**config.mk**
```make
export PLATFORM = sky130hd
export DESIGN_NAME = fifo_with_ack_match_removal_unit
export DESIGN_NICKNAME = d
export VERILOG_FILES = /design/src/fack_pkg.sv /design/src/fack_ctrl.sv /design/src/fack_dp.sv /design/src/fifo_with_ack_match_removal_unit.sv
export SDC_FILE = /design/constraint.sdc
export NUM_CORES = 2
export LEC_CHECK = 0
export BUFFER_PORTS_ARGS = -buffer_cell sky130_fd_sc_hd__buf_2
export CAP_MARGIN = 15
export CORE_MARGIN = 2
export CORE_UTILIZATION = 50
export CTS_BUF_LIST = sky130_fd_sc_hd__clkbuf_8 sky130_fd_sc_hd__clkbuf_16
export CTS_CLUSTER_SIZE = 16
export DETAILED_ROUTE_END_ITERATION = 6
export GPL_TIMING_DRIVEN = 0
export PLACE_DENSITY = 0.65
export SETUP_SLACK_MARGIN = 0.02
export SYNTH_ARGS = -nofsm -noshare
export SYNTH_HDL_FRONTEND = slang
export SYNTH_SLANG_ARGS = --single-unit
```
**constraint.sdc**
```tcl
create_clock -name clk -period 15.3 [get_ports clk]
set_clock_uncertainty 0.15 [all_clocks]
set_input_delay 3.06 -clock clk [delete_from_list [all_inputs] [get_ports clk]]
set_output_delay 3.06 -clock clk [all_outputs]
set_load 0.01 [all_outputs]
```
**src/fack_pkg.sv**
```systemverilog
// ============================================================================
// fack_pkg
// Shared sizes, codes and command/status types of the acknowledgement queue.
// ============================================================================
package fack_pkg;

    localparam int QUEUE_DEPTH = 16;
    localparam int IDX_W       = $clog2(QUEUE_DEPTH);
    localparam int CNT_W       = $clog2(QUEUE_DEPTH + 1);
    localparam int SUM_W       = CNT_W + 1;

    localparam int ACTION_W    = 2;
    localparam int TYPE_W      = 8;
    localparam int ID_W        = 32;
    localparam int REF_W       = 32;
    localparam int LEN_W       = 16;
    localparam int STATUS_W    = 2;
    localparam int COUNT_W     = 5;
    localparam int ENTRY_W     = TYPE_W + ID_W + REF_W + REF_W + LEN_W;
    localparam int IN_DATA_W   = 128;
    localparam int OUT_DATA_W  = 128;

    typedef enum logic [ACTION_W-1:0] {
        ACT_PUSH   = 2'd0,
        ACT_POP    = 2'd1,
        ACT_REMOVE = 2'd2
    } action_t;

    typedef enum logic [STATUS_W-1:0] {
        ST_OK        = 2'd0,
        ST_FULL      = 2'd1,
        ST_EMPTY     = 2'd2,
        ST_NOT_FOUND = 2'd3
    } status_t;

    // Datapath commands issued by the controller.
    typedef struct packed {
        logic    load;        // capture the input transfer, clear the scan count
        logic    push_wr;     // write the tail entry, advance tail and count
        logic    pop_commit;  // take the read entry as result, advance head
        logic    rm_commit;   // retire one entry after a removal
        logic    scan_inc;    // advance the scan position
        logic    cmp_wr;      // write read data one place toward the head
        logic    rd_plus1;    // read the entry after the scan position
        logic    set_status;  // load the result status
        status_t status;
        logic    present;     // move the result into the output register
    } fack_cmd_t;

    // Datapath status seen by the controller.
    typedef struct packed {
        logic [ACTION_W-1:0] action;
        logic                full;
        logic                empty;
        logic                match;
        logic                last1;   // scan position is the newest entry
        logic                last2;   // scan position is the second newest entry
        logic                out_free;
    } fack_stat_t;

    function automatic logic [IDX_W-1:0] idx_wrap(input logic [SUM_W-1:0] s);
        logic [SUM_W-1:0] r;
        begin
            r = s;
            if (s >= SUM_W'(QUEUE_DEPTH))
            begin
                r = s - SUM_W'(QUEUE_DEPTH);
            end
            return r[IDX_W-1:0];
        end
    endfunction

endpackage

```
**src/fack_ctrl.sv**
```systemverilog
// ============================================================================
// fack_ctrl
// Sequencer for push, pop and acknowledgement removal with compaction.
// ============================================================================
module fack_ctrl
    import fack_pkg::*;
(
    input  logic       clk,
    input  logic       rst_n,
    input  logic       in_valid,
    output logic       in_ready,
    input  fack_stat_t stat,
    output fack_cmd_t  cmd
);

    typedef enum logic [6:0] {
        S_IDLE     = 7'b0000001,
        S_DECODE   = 7'b0000010,
        S_POP_DATA = 7'b0000100,
        S_SCAN_CHK = 7'b0001000,
        S_CMP_WR   = 7'b0010000,
        S_CMP_RD   = 7'b0100000,
        S_DONE     = 7'b1000000
    } state_t;

    state_t state_reg;
    state_t state_next;

    always_ff @(posedge clk or negedge rst_n)
    begin
        if (!rst_n)
        begin
            state_reg <= S_IDLE;
        end
        else
        begin
            state_reg <= state_next;
        end
    end

    assign in_ready = (state_reg == S_IDLE);

    always_comb
    begin
        state_next = state_reg;
        cmd        = '0;
        cmd.status = ST_OK;
        case (state_reg)
            S_IDLE:
            begin
                if (in_valid)
                begin
                    cmd.load   = 1'b1;
                    state_next = S_DECODE;
                end
            end
            S_DECODE:
            begin
                // The head entry is read here; pop and scan use it next cycle.
                cmd.set_status = 1'b1;
                state_next     = S_DONE;
                case (stat.action)
                    ACT_PUSH:
                    begin
                        if (stat.full)
                        begin
                            cmd.status = ST_FULL;
                        end
                        else
                        begin
                            cmd.push_wr = 1'b1;
                            cmd.status  = ST_OK;
                        end
                    end
                    ACT_POP:
                    begin
                        if (stat.empty)
                        begin
                            cmd.status = ST_EMPTY;
                        end
                        else
                        begin
                            cmd.set_status = 1'b0;
                            state_next     = S_POP_DATA;
                        end
                    end
                    ACT_REMOVE:
                    begin
                        cmd.status = ST_NOT_FOUND;
                        if (!stat.empty)
                        begin
                            cmd.set_status = 1'b0;
                            state_next     = S_SCAN_CHK;
                        end
                    end
                    default:
                    begin
                        cmd.status = ST_NOT_FOUND;
                    end
                endcase
            end
            S_POP_DATA:
            begin
                cmd.pop_commit = 1'b1;
                cmd.set_status = 1'b1;
                cmd.status     = ST_OK;
                state_next     = S_DONE;
            end
            S_SCAN_CHK:
            begin
                // Fetch the following entry: the next probe or the first move.
                cmd.rd_plus1 = 1'b1;
                if (stat.match)
                begin
                    if (stat.last1)
                    begin
                        cmd.rm_commit  = 1'b1;
                        cmd.set_status = 1'b1;
                        cmd.status     = ST_OK;
                        state_next     = S_DONE;
                    end
                    else
                    begin
                        state_next = S_CMP_WR;
                    end
                end
                else if (stat.last1)
                begin
                    cmd.set_status = 1'b1;
                    cmd.status     = ST_NOT_FOUND;
                    state_next     = S_DONE;
                end
                else
                begin
                    cmd.scan_inc = 1'b1;
                end
            end
            S_CMP_WR:
            begin
                cmd.cmp_wr   = 1'b1;
                cmd.scan_inc = 1'b1;
                if (stat.last2)
                begin
                    cmd.rm_commit  = 1'b1;
                    cmd.set_status = 1'b1;
                    cmd.status     = ST_OK;
                    state_next     = S_DONE;
                end
                else
                begin
                    state_next = S_CMP_RD;
                end
            end
            S_CMP_RD:
            begin
                cmd.rd_plus1 = 1'b1;
                state_next   = S_CMP_WR;
            end
            S_DONE:
            begin
                if (stat.out_free)
                begin
                    cmd.present = 1'b1;
                    state_next  = S_IDLE;
                end
            end
            default:
            begin
                state_next = S_IDLE;
            end
        endcase
    end

endmodule

```
**src/fack_dp.sv**
```systemverilog
// ============================================================================
// fack_dp
// Entry memory, ring pointers, scan counter and result/output registers.
// ============================================================================
module fack_dp
    import fack_pkg::*;
(
    input  logic                  clk,
    input  logic                  rst_n,
    input  fack_cmd_t             cmd,
    output fack_stat_t            stat,
    input  logic [IN_DATA_W-1:0]  in_data,
    input  logic                  cfg_we,
    input  logic [TYPE_W-1:0]     cfg_wdata,
    output logic                  out_valid,
    input  logic                  out_ready,
    output logic [OUT_DATA_W-1:0] out_data
);

    // Entry layout: type, id, topic, payload ref, payload length (low to high).
    logic [ENTRY_W-1:0] mem [QUEUE_DEPTH];
    logic [ENTRY_W-1:0] rd_data_reg;

    logic [TYPE_W-1:0]   ack_code_reg;
    logic [ACTION_W-1:0] action_reg;
    logic [ENTRY_W-1:0]  in_entry_reg;
    logic [IDX_W-1:0]    head_reg;
    logic [IDX_W-1:0]    tail_reg;
    logic [CNT_W-1:0]    count_reg;
    logic [CNT_W-1:0]    scan_reg;

    logic [STATUS_W-1:0] res_status_reg;
    logic [ENTRY_W-1:0]  res_entry_reg;

    logic                  out_valid_reg;
    logic [OUT_DATA_W-1:0] out_data_reg;

    logic [SUM_W-1:0]  scan_sum;
    logic [IDX_W-1:0]  scan_addr;
    logic [IDX_W-1:0]  rd_addr;
    logic [IDX_W-1:0]  wr_addr;
    logic [ENTRY_W-1:0] wr_data;
    logic              wr_en;
    logic [IDX_W-1:0]  tail_dec;

    assign scan_sum  = SUM_W'(head_reg) + SUM_W'(scan_reg);
    assign scan_addr = idx_wrap(scan_sum);
    assign rd_addr   = idx_wrap(scan_sum + SUM_W'(cmd.rd_plus1));
    assign wr_en     = cmd.push_wr | cmd.cmp_wr;
    assign wr_addr   = cmd.push_wr ? tail_reg : scan_addr;
    assign wr_data   = cmd.push_wr ? in_entry_reg : rd_data_reg;
    assign tail_dec  = (tail_reg == '0) ? IDX_W'(QUEUE_DEPTH - 1) : tail_reg - 1'b1;

    always_ff @(posedge clk)
    begin
        if (wr_en)
        begin
            mem[wr_addr] <= wr_data;
        end
        rd_data_reg <= mem[rd_addr];
    end

    always_ff @(posedge clk or negedge rst_n)
    begin
        if (!rst_n)
        begin
            ack_code_reg  <= '0;
            head_reg      <= '0;
            tail_reg      <= '0;
            count_reg     <= '0;
            scan_reg      <= '0;
            action_reg    <= '0;
            out_valid_reg <= 1'b0;
        end
        else
        begin
            if (cfg_we)
            begin
                ack_code_reg <= cfg_wdata;
            end
            if (cmd.load)
            begin
                action_reg <= in_data[ACTION_W-1:0];
                scan_reg   <= '0;
            end
            else if (cmd.scan_inc)
            begin
                scan_reg <= scan_reg + 1'b1;
            end
            if (cmd.push_wr)
            begin
                tail_reg  <= idx_wrap(SUM_W'(tail_reg) + SUM_W'(1));
                count_reg <= count_reg + 1'b1;
            end
            if (cmd.pop_commit)
            begin
                head_reg  <= idx_wrap(SUM_W'(head_reg) + SUM_W'(1));
                count_reg <= count_reg - 1'b1;
            end
            if (cmd.rm_commit)
            begin
                tail_reg  <= tail_dec;
                count_reg <= count_reg - 1'b1;
            end
            if (cmd.present)
            begin
                out_valid_reg <= 1'b1;
            end
            else if (out_ready)
            begin
                out_valid_reg <= 1'b0;
            end
        end
    end

    // Payload registers: no reset.
    always_ff @(posedge clk)
    begin
        if (cmd.load)
        begin
            in_entry_reg  <= in_data[ACTION_W +: ENTRY_W];
            res_entry_reg <= '0;
        end
        else if (cmd.pop_commit)
        begin
            res_entry_reg <= rd_data_reg;
        end
        if (cmd.set_status)
        begin
            res_status_reg <= cmd.status;
        end
        if (cmd.present)
        begin
            out_data_reg <= {1'b0, COUNT_W'(count_reg), res_entry_reg, res_status_reg};
        end
    end

    assign stat.action   = action_reg;
    assign stat.full     = (count_reg == CNT_W'(QUEUE_DEPTH));
    assign stat.empty    = (count_reg == '0);
    assign stat.match    = (rd_data_reg[TYPE_W-1:0] == ack_code_reg)
                        && (rd_data_reg[TYPE_W +: ID_W] == in_entry_reg[TYPE_W +: ID_W]);
    assign stat.last1    = (SUM_W'(scan_reg) + SUM_W'(1)) >= SUM_W'(count_reg);
    assign stat.last2    = (SUM_W'(scan_reg) + SUM_W'(2)) >= SUM_W'(count_reg);
    assign stat.out_free = !out_valid_reg || out_ready;

    assign out_valid = out_valid_reg;
    assign out_data  = out_data_reg;

endmodule

```
**src/fifo_with_ack_match_removal_unit.sv**
```systemverilog
// ============================================================================
// fifo_with_ack_match_removal_unit
// Bounded message-descriptor queue with push, pop and ack-match removal.
// ============================================================================
//
// Channel   Direction  Handshake                 Carries
// s_axis    in         s_axis_tvalid/tready      one action with its fields
// m_axis    out        m_axis_tvalid/tready      one result per action
// cfg       in         cfg_we (no wait)          ack_type_code
//
// Steps per transfer: a push or failed action goes through decode and done, a
// pop adds a data step, and a remove-ack probes each scan position up to the hit
// or miss, then moves every later entry up one place (worst case a hit at the
// head of a full queue). The entry memory with its registered read makes each
// move of the compaction loop take one write state and one read state.
// Reset clears pointers, occupancy and the ack code; entry contents are left
// undefined and never read before written.
// A finished result waits in the output register; a new action is accepted
// while it waits, and only the hand-off of the next result stalls on m_axis.
//
module fifo_with_ack_match_removal_unit
    import fack_pkg::*;
(
    input  logic                  clk,
    input  logic                  rst_n,
    // action[1:0], msg_kind[9:2], msg_id[41:10], topic_ref[73:42],
    // payload_ref[105:74], payload_len[121:106], zero [127:122]
    input  logic                  s_axis_tvalid,
    output logic                  s_axis_tready,
    input  logic [IN_DATA_W-1:0]  s_axis_tdata,
    // status[1:0], out_msg_kind[9:2], out_msg_id[41:10], out_topic_ref[73:42],
    // out_payload_ref[105:74], out_payload_len[121:106], entry_count[126:122],
    // zero [127]
    output logic                  m_axis_tvalid,
    input  logic                  m_axis_tready,
    output logic [OUT_DATA_W-1:0] m_axis_tdata,
    input  logic                  cfg_we,
    input  logic [TYPE_W-1:0]     cfg_wdata
);

    fack_cmd_t  cmd;
    fack_stat_t stat;

    // Sequence each action: decode, probe, compact, present.
    fack_ctrl u_ctrl (
        .clk      (clk),
        .rst_n    (rst_n),
        .in_valid (s_axis_tvalid),
        .in_ready (s_axis_tready),
        .stat     (stat),
        .cmd      (cmd)
    );

    // Hold entries, pointers and the result/output registers.
    fack_dp u_dp (
        .clk       (clk),
        .rst_n     (rst_n),
        .cmd       (cmd),
        .stat      (stat),
        .in_data   (s_axis_tdata),
        .cfg_we    (cfg_we),
        .cfg_wdata (cfg_wdata),
        .out_valid (m_axis_tvalid),
        .out_ready (m_axis_tready),
        .out_data  (m_axis_tdata)
    );

endmodule

```
==> impl_summary.log <==
INFO  metric worst_pin_slew = 1234 ps
INFO  metric synth_fp_nets = 4854
INFO  metric synth-adder-area-share = 0.3784%
INFO  metric final_min_period_over_clock_period = 38.19%
INFO  metric detail-route-antenna-nets = 0
INFO  metric fmax = 0.1711 GHz
INFO  metric h-tree-depth = 4
INFO  metric avgSynthCellArea = 19.47 um^2
INFO  metric share_comb_of_total_power = 11.9%
INFO  metric hold_start = u_dp.res_entry_reg[84]
INFO  metric cp_cell_sequence = clkbuf_1 > nor3_1 > nor3b_1 > and2_1 > buf_2
INFO  metric grt_start_max_net_pins = 84
INFO  metric grt_pass1_wl = 322100 um
INFO  metric synthesis_to_layout_area_growth = 15.86%
INFO  metric post_synth_inst_count = 4686
INFO  metric power_leakage = 34.23 nW
INFO  metric floorplan.core_area = 181100 um^2
INFO  metric largest_reg_flops = 1920
INFO  metric dominant_cells_by_area_after_synthesis = sky130_fd_sc_hd__edfxtp_1, sky130_fd_sc_hd__mux4_2, sky130_fd_sc_hd__dfxtp_1
INFO  metric cts_tree = built
INFO  metric netlist-cell-type-count = 66
INFO  metric synthMuxAreaShare = 13.33%
INFO  metric vdd.ir_drop.worst = 0.0001245 V
INFO  metric ys_warn_count = 0
INFO  metric cts_buffers = 236
INFO  metric resize_count_post_cts = 0
INFO  metric tns = 0 ps
INFO  metric max_slew_margin = 17.72%
INFO  metric synth-simple-area-share = 4.093%
INFO  metric start_util = 50.38%
INFO  metric worst-r2r-cell-count = 12
INFO  metric worstSkewPairLatency = 870 ps
INFO  metric critPathBufInv = 2
INFO  metric vias_per_cell = 5.903
INFO  metric numPortBuffers = 262
INFO  metric synth.most_common_cell = sky130_fd_sc_hd__edfxtp_1
INFO  metric final_layout_size_suffix_gt1_share = 23.79%
INFO  metric final-setup-viol-count = 0
INFO  metric hpwlAfterDp = 143300 um
INFO  metric grt_overflow_total = 0
INFO  metric run_status = finished with violations
INFO  metric sw_share = 24.52%
INFO  metric synth_enable_flop_cells = 2169
INFO  metric non_filler_cells_final = 7888
INFO  metric critPathCaptureType = output pin
INFO  metric ff_to_ff_setup_slack = 9620 ps
INFO  metric detail_route.wl_per_cell = 28.39 um
INFO  metric cts.sinks = 2445
INFO  metric antenna_found_initial = 2
INFO  metric dp.cells = 7426
INFO  metric whs_endpoint = u_dp.out_data[86]
INFO  metric violated_checks = design-rule violations
INFO  metric clk_pwr_share = 36.5%
INFO  metric grt_pass1_vias = 46816
INFO  metric r2r_start = u_ctrl.state_reg[1]
INFO  metric post-synth-top-area-fraction = 71.38%
INFO  metric hold-path-cell-count = 0
INFO  metric critPathKind = reg2out
INFO  metric maxCapViolations = 0
INFO  metric worst_path_largest_cell_delay = 430 ps
INFO  metric critical_path.startpoint_type = flop
INFO  metric critical-path-top-delay-family = simple AND/OR/NAND/NOR gates
INFO  metric worst_hold_path_class = reg2reg
INFO  metric synthDominantAreaCellType = sky130_fd_sc_hd__edfxtp_1
INFO  metric final_hold_viol_count = 0
INFO  metric total_routed_wirelength = 224000 um
INFO  metric io_pins = 271
INFO  metric preCtsSetupSlack = 9544 ps
INFO  metric critical_path_peak_fanout = 7
INFO  metric synth_top_family_by_area = multiplexers
INFO  metric synthXorXnorAreaFrac = 0.5471%
INFO  metric clock_tree.root_cell = sky130_fd_sc_hd__clkbuf_16
INFO  metric cts_setup_buffers = 0
INFO  metric synth_commonest_cells = sky130_fd_sc_hd__edfxtp_1, sky130_fd_sc_hd__nand2_1, sky130_fd_sc_hd__mux4_2
INFO  metric timing.final.crit_period = 5844 ps
INFO  metric die_height = 431.2 um
INFO  metric die-width = 431.2 um
INFO  metric clk_transition_reported_paths = 60 ps
INFO  metric cp_data_required_time = 12090 ps
INFO  metric drt-initial-drc-count = 5471
INFO  metric floorplan.rows = 156
INFO  metric place_congestion = 0.8001
INFO  metric crit_slowest_cell = sky130_fd_sc_hd__nor3_1
INFO  metric groute.usage.overall = 24.11%
INFO  metric fillers = 13192
INFO  metric unrepaired_setup_endpoints_after_global_routing = false
INFO  metric hold_slack = 271.9 ps
INFO  metric final_critical_path_setup_slack = 9456 ps
INFO  metric asyncSetResetFlopFracSynth = 1.472%
INFO  metric synth-compound-area-share = 2.782%
INFO  metric drc = 1
INFO  metric power_frac_seq = 51.6%
INFO  metric ys_ff_latch = 2445
INFO  metric yosys_most_used_dff = sky130_fd_sc_hd__edfxtp_1
INFO  metric power_density = 147.9 nW/um^2
INFO  metric syn_area = 91250 um^2
INFO  metric rr_endpoint = u_dp.rd_data_reg[73]
INFO  metric vias = 46563
INFO  metric worst_ep_arrival_time = 2630 ps
INFO  metric design.final.nets = 5466
INFO  metric detailedRoute.firstPassIterationCount = 7
INFO  metric ys_seq_area_share = 77.63%
INFO  metric final_core_utilization = 58.37%
INFO  metric internal_power = 11.80 mW
INFO  metric quantity_of_hold_fixing_buffers_added_after_cts = 0
INFO  metric switching_power = 3.833 mW
INFO  metric buffer_depth_of_the_longest_clock_path = 3
INFO  metric finalMaxSlewViolations = 0
INFO  metric fp.dieArea = 185900 um^2
how the worst max path moves through the flow:
stage | startpoint | to | slack (ps) | depth (start not counted)
2_1_floorplan | m_axis_tready | u_dp.out_data[0] | 5730 | 2
5_1_grt | u_ctrl.state_reg[5] | s_axis_tready | 9280 | 5
6_report | u_ctrl.state_reg[5] | s_axis_tready | 9460 | 5
4_1_cts | u_ctrl.state_reg[5] | s_axis_tready | 9410 | 5
3_5_place_dp | s_axis_tvalid | u_dp.in_entry_reg[26] | 9540 | 6
3_3_place_gp | u_ctrl.state_reg[5] | u_dp.mem[0][111] | -560 | 7
layout make-up:
type                       count  area (um^2)  share of cell area [%]
timing repair buffer         374         3606                   3.411
sequential                  2445        70840                   67.00
clock inverter               198         1549                   1.465
multi-input combinational   1971        19420                   18.37
clock buffer                 256         6192                   5.857
antenna                        4        10.01                0.009468
tap                         2370         2965                   2.805
buffer                       250         1069                   1.011
inverter                      20        75.07                 0.07101
metal layers:
metal / GRT usage [%] / vias up / share of wire [%]
met5: 0 / - / 0
met4: 7.606 / 0 / 3.1
met3: 4.569 / 346 / 8.1
met2: 38.45 / 2002 / 48
met1: 33.99 / 24354 / 41
li1: - / 19861 / -
cell families (layout without fill, tap and decap cells):
family,Yosys count,after routing
AO/OA/AOI/OAI,420,420
XOR/XNOR,57,57
adder cells (fa/ha/maj),27,27
buffers and inverters,270,1098
flip-flops,2445,2445
multiplexers,614,614
other,1,5
AND/OR/NAND/NOR,852,852
power by group through the flow:
| stage | clock network, mW | registers [mW] | logic (mW) |
|---|---|---|---|
| 4_1_cts | 5.80 | 8.07 | 1.86 |
| 6_report | 5.71 | 8.07 | 1.85 |
| 3_5_place_dp | 0 | 8.21 | 1.86 |
| 2_1_floorplan | 0 | 8.13 | 1.23 |
| 3_3_place_gp | 0 | 8.24 | 1.77 |
| 5_1_grt | 6.06 | 8.08 | 2.01 |
cell usage in the layout, fill, tap and decap left out, types with 39 or more instances in the layout:
cell	instances
sky130_fd_sc_hd__a21oi_1	251
sky130_fd_sc_hd__buf_12	86
sky130_fd_sc_hd__buf_2	331
sky130_fd_sc_hd__a211oi_1	121
sky130_fd_sc_hd__mux2i_1	125
sky130_fd_sc_hd__clkinv_2	39
sky130_fd_sc_hd__clkbuf_1	142
sky130_fd_sc_hd__nor2b_1	123
sky130_fd_sc_hd__clkbuf_16	237
sky130_fd_sc_hd__dfxtp_1	240
sky130_fd_sc_hd__mux4_2	480
sky130_fd_sc_hd__inv_1	93
sky130_fd_sc_hd__edfxtp_1	2169
sky130_fd_sc_hd__nand2_1	624
sky130_fd_sc_hd__clkinv_1	42
sky130_fd_sc_hd__xnor2_1	52
metrics by stage:
stage / cell area (um^2) / power, mW
6_report: 105700 / 15.63
5_1_grt: 105700 / 16.15
4_1_cts: 105700 / 15.73
3_5_place_dp: 97920 / 10.06
3_3_place_gp: 95530 / 10.01
2_1_floorplan: 91250 / 9.353
Note: power is estimated with default switching activity, not from simulation.
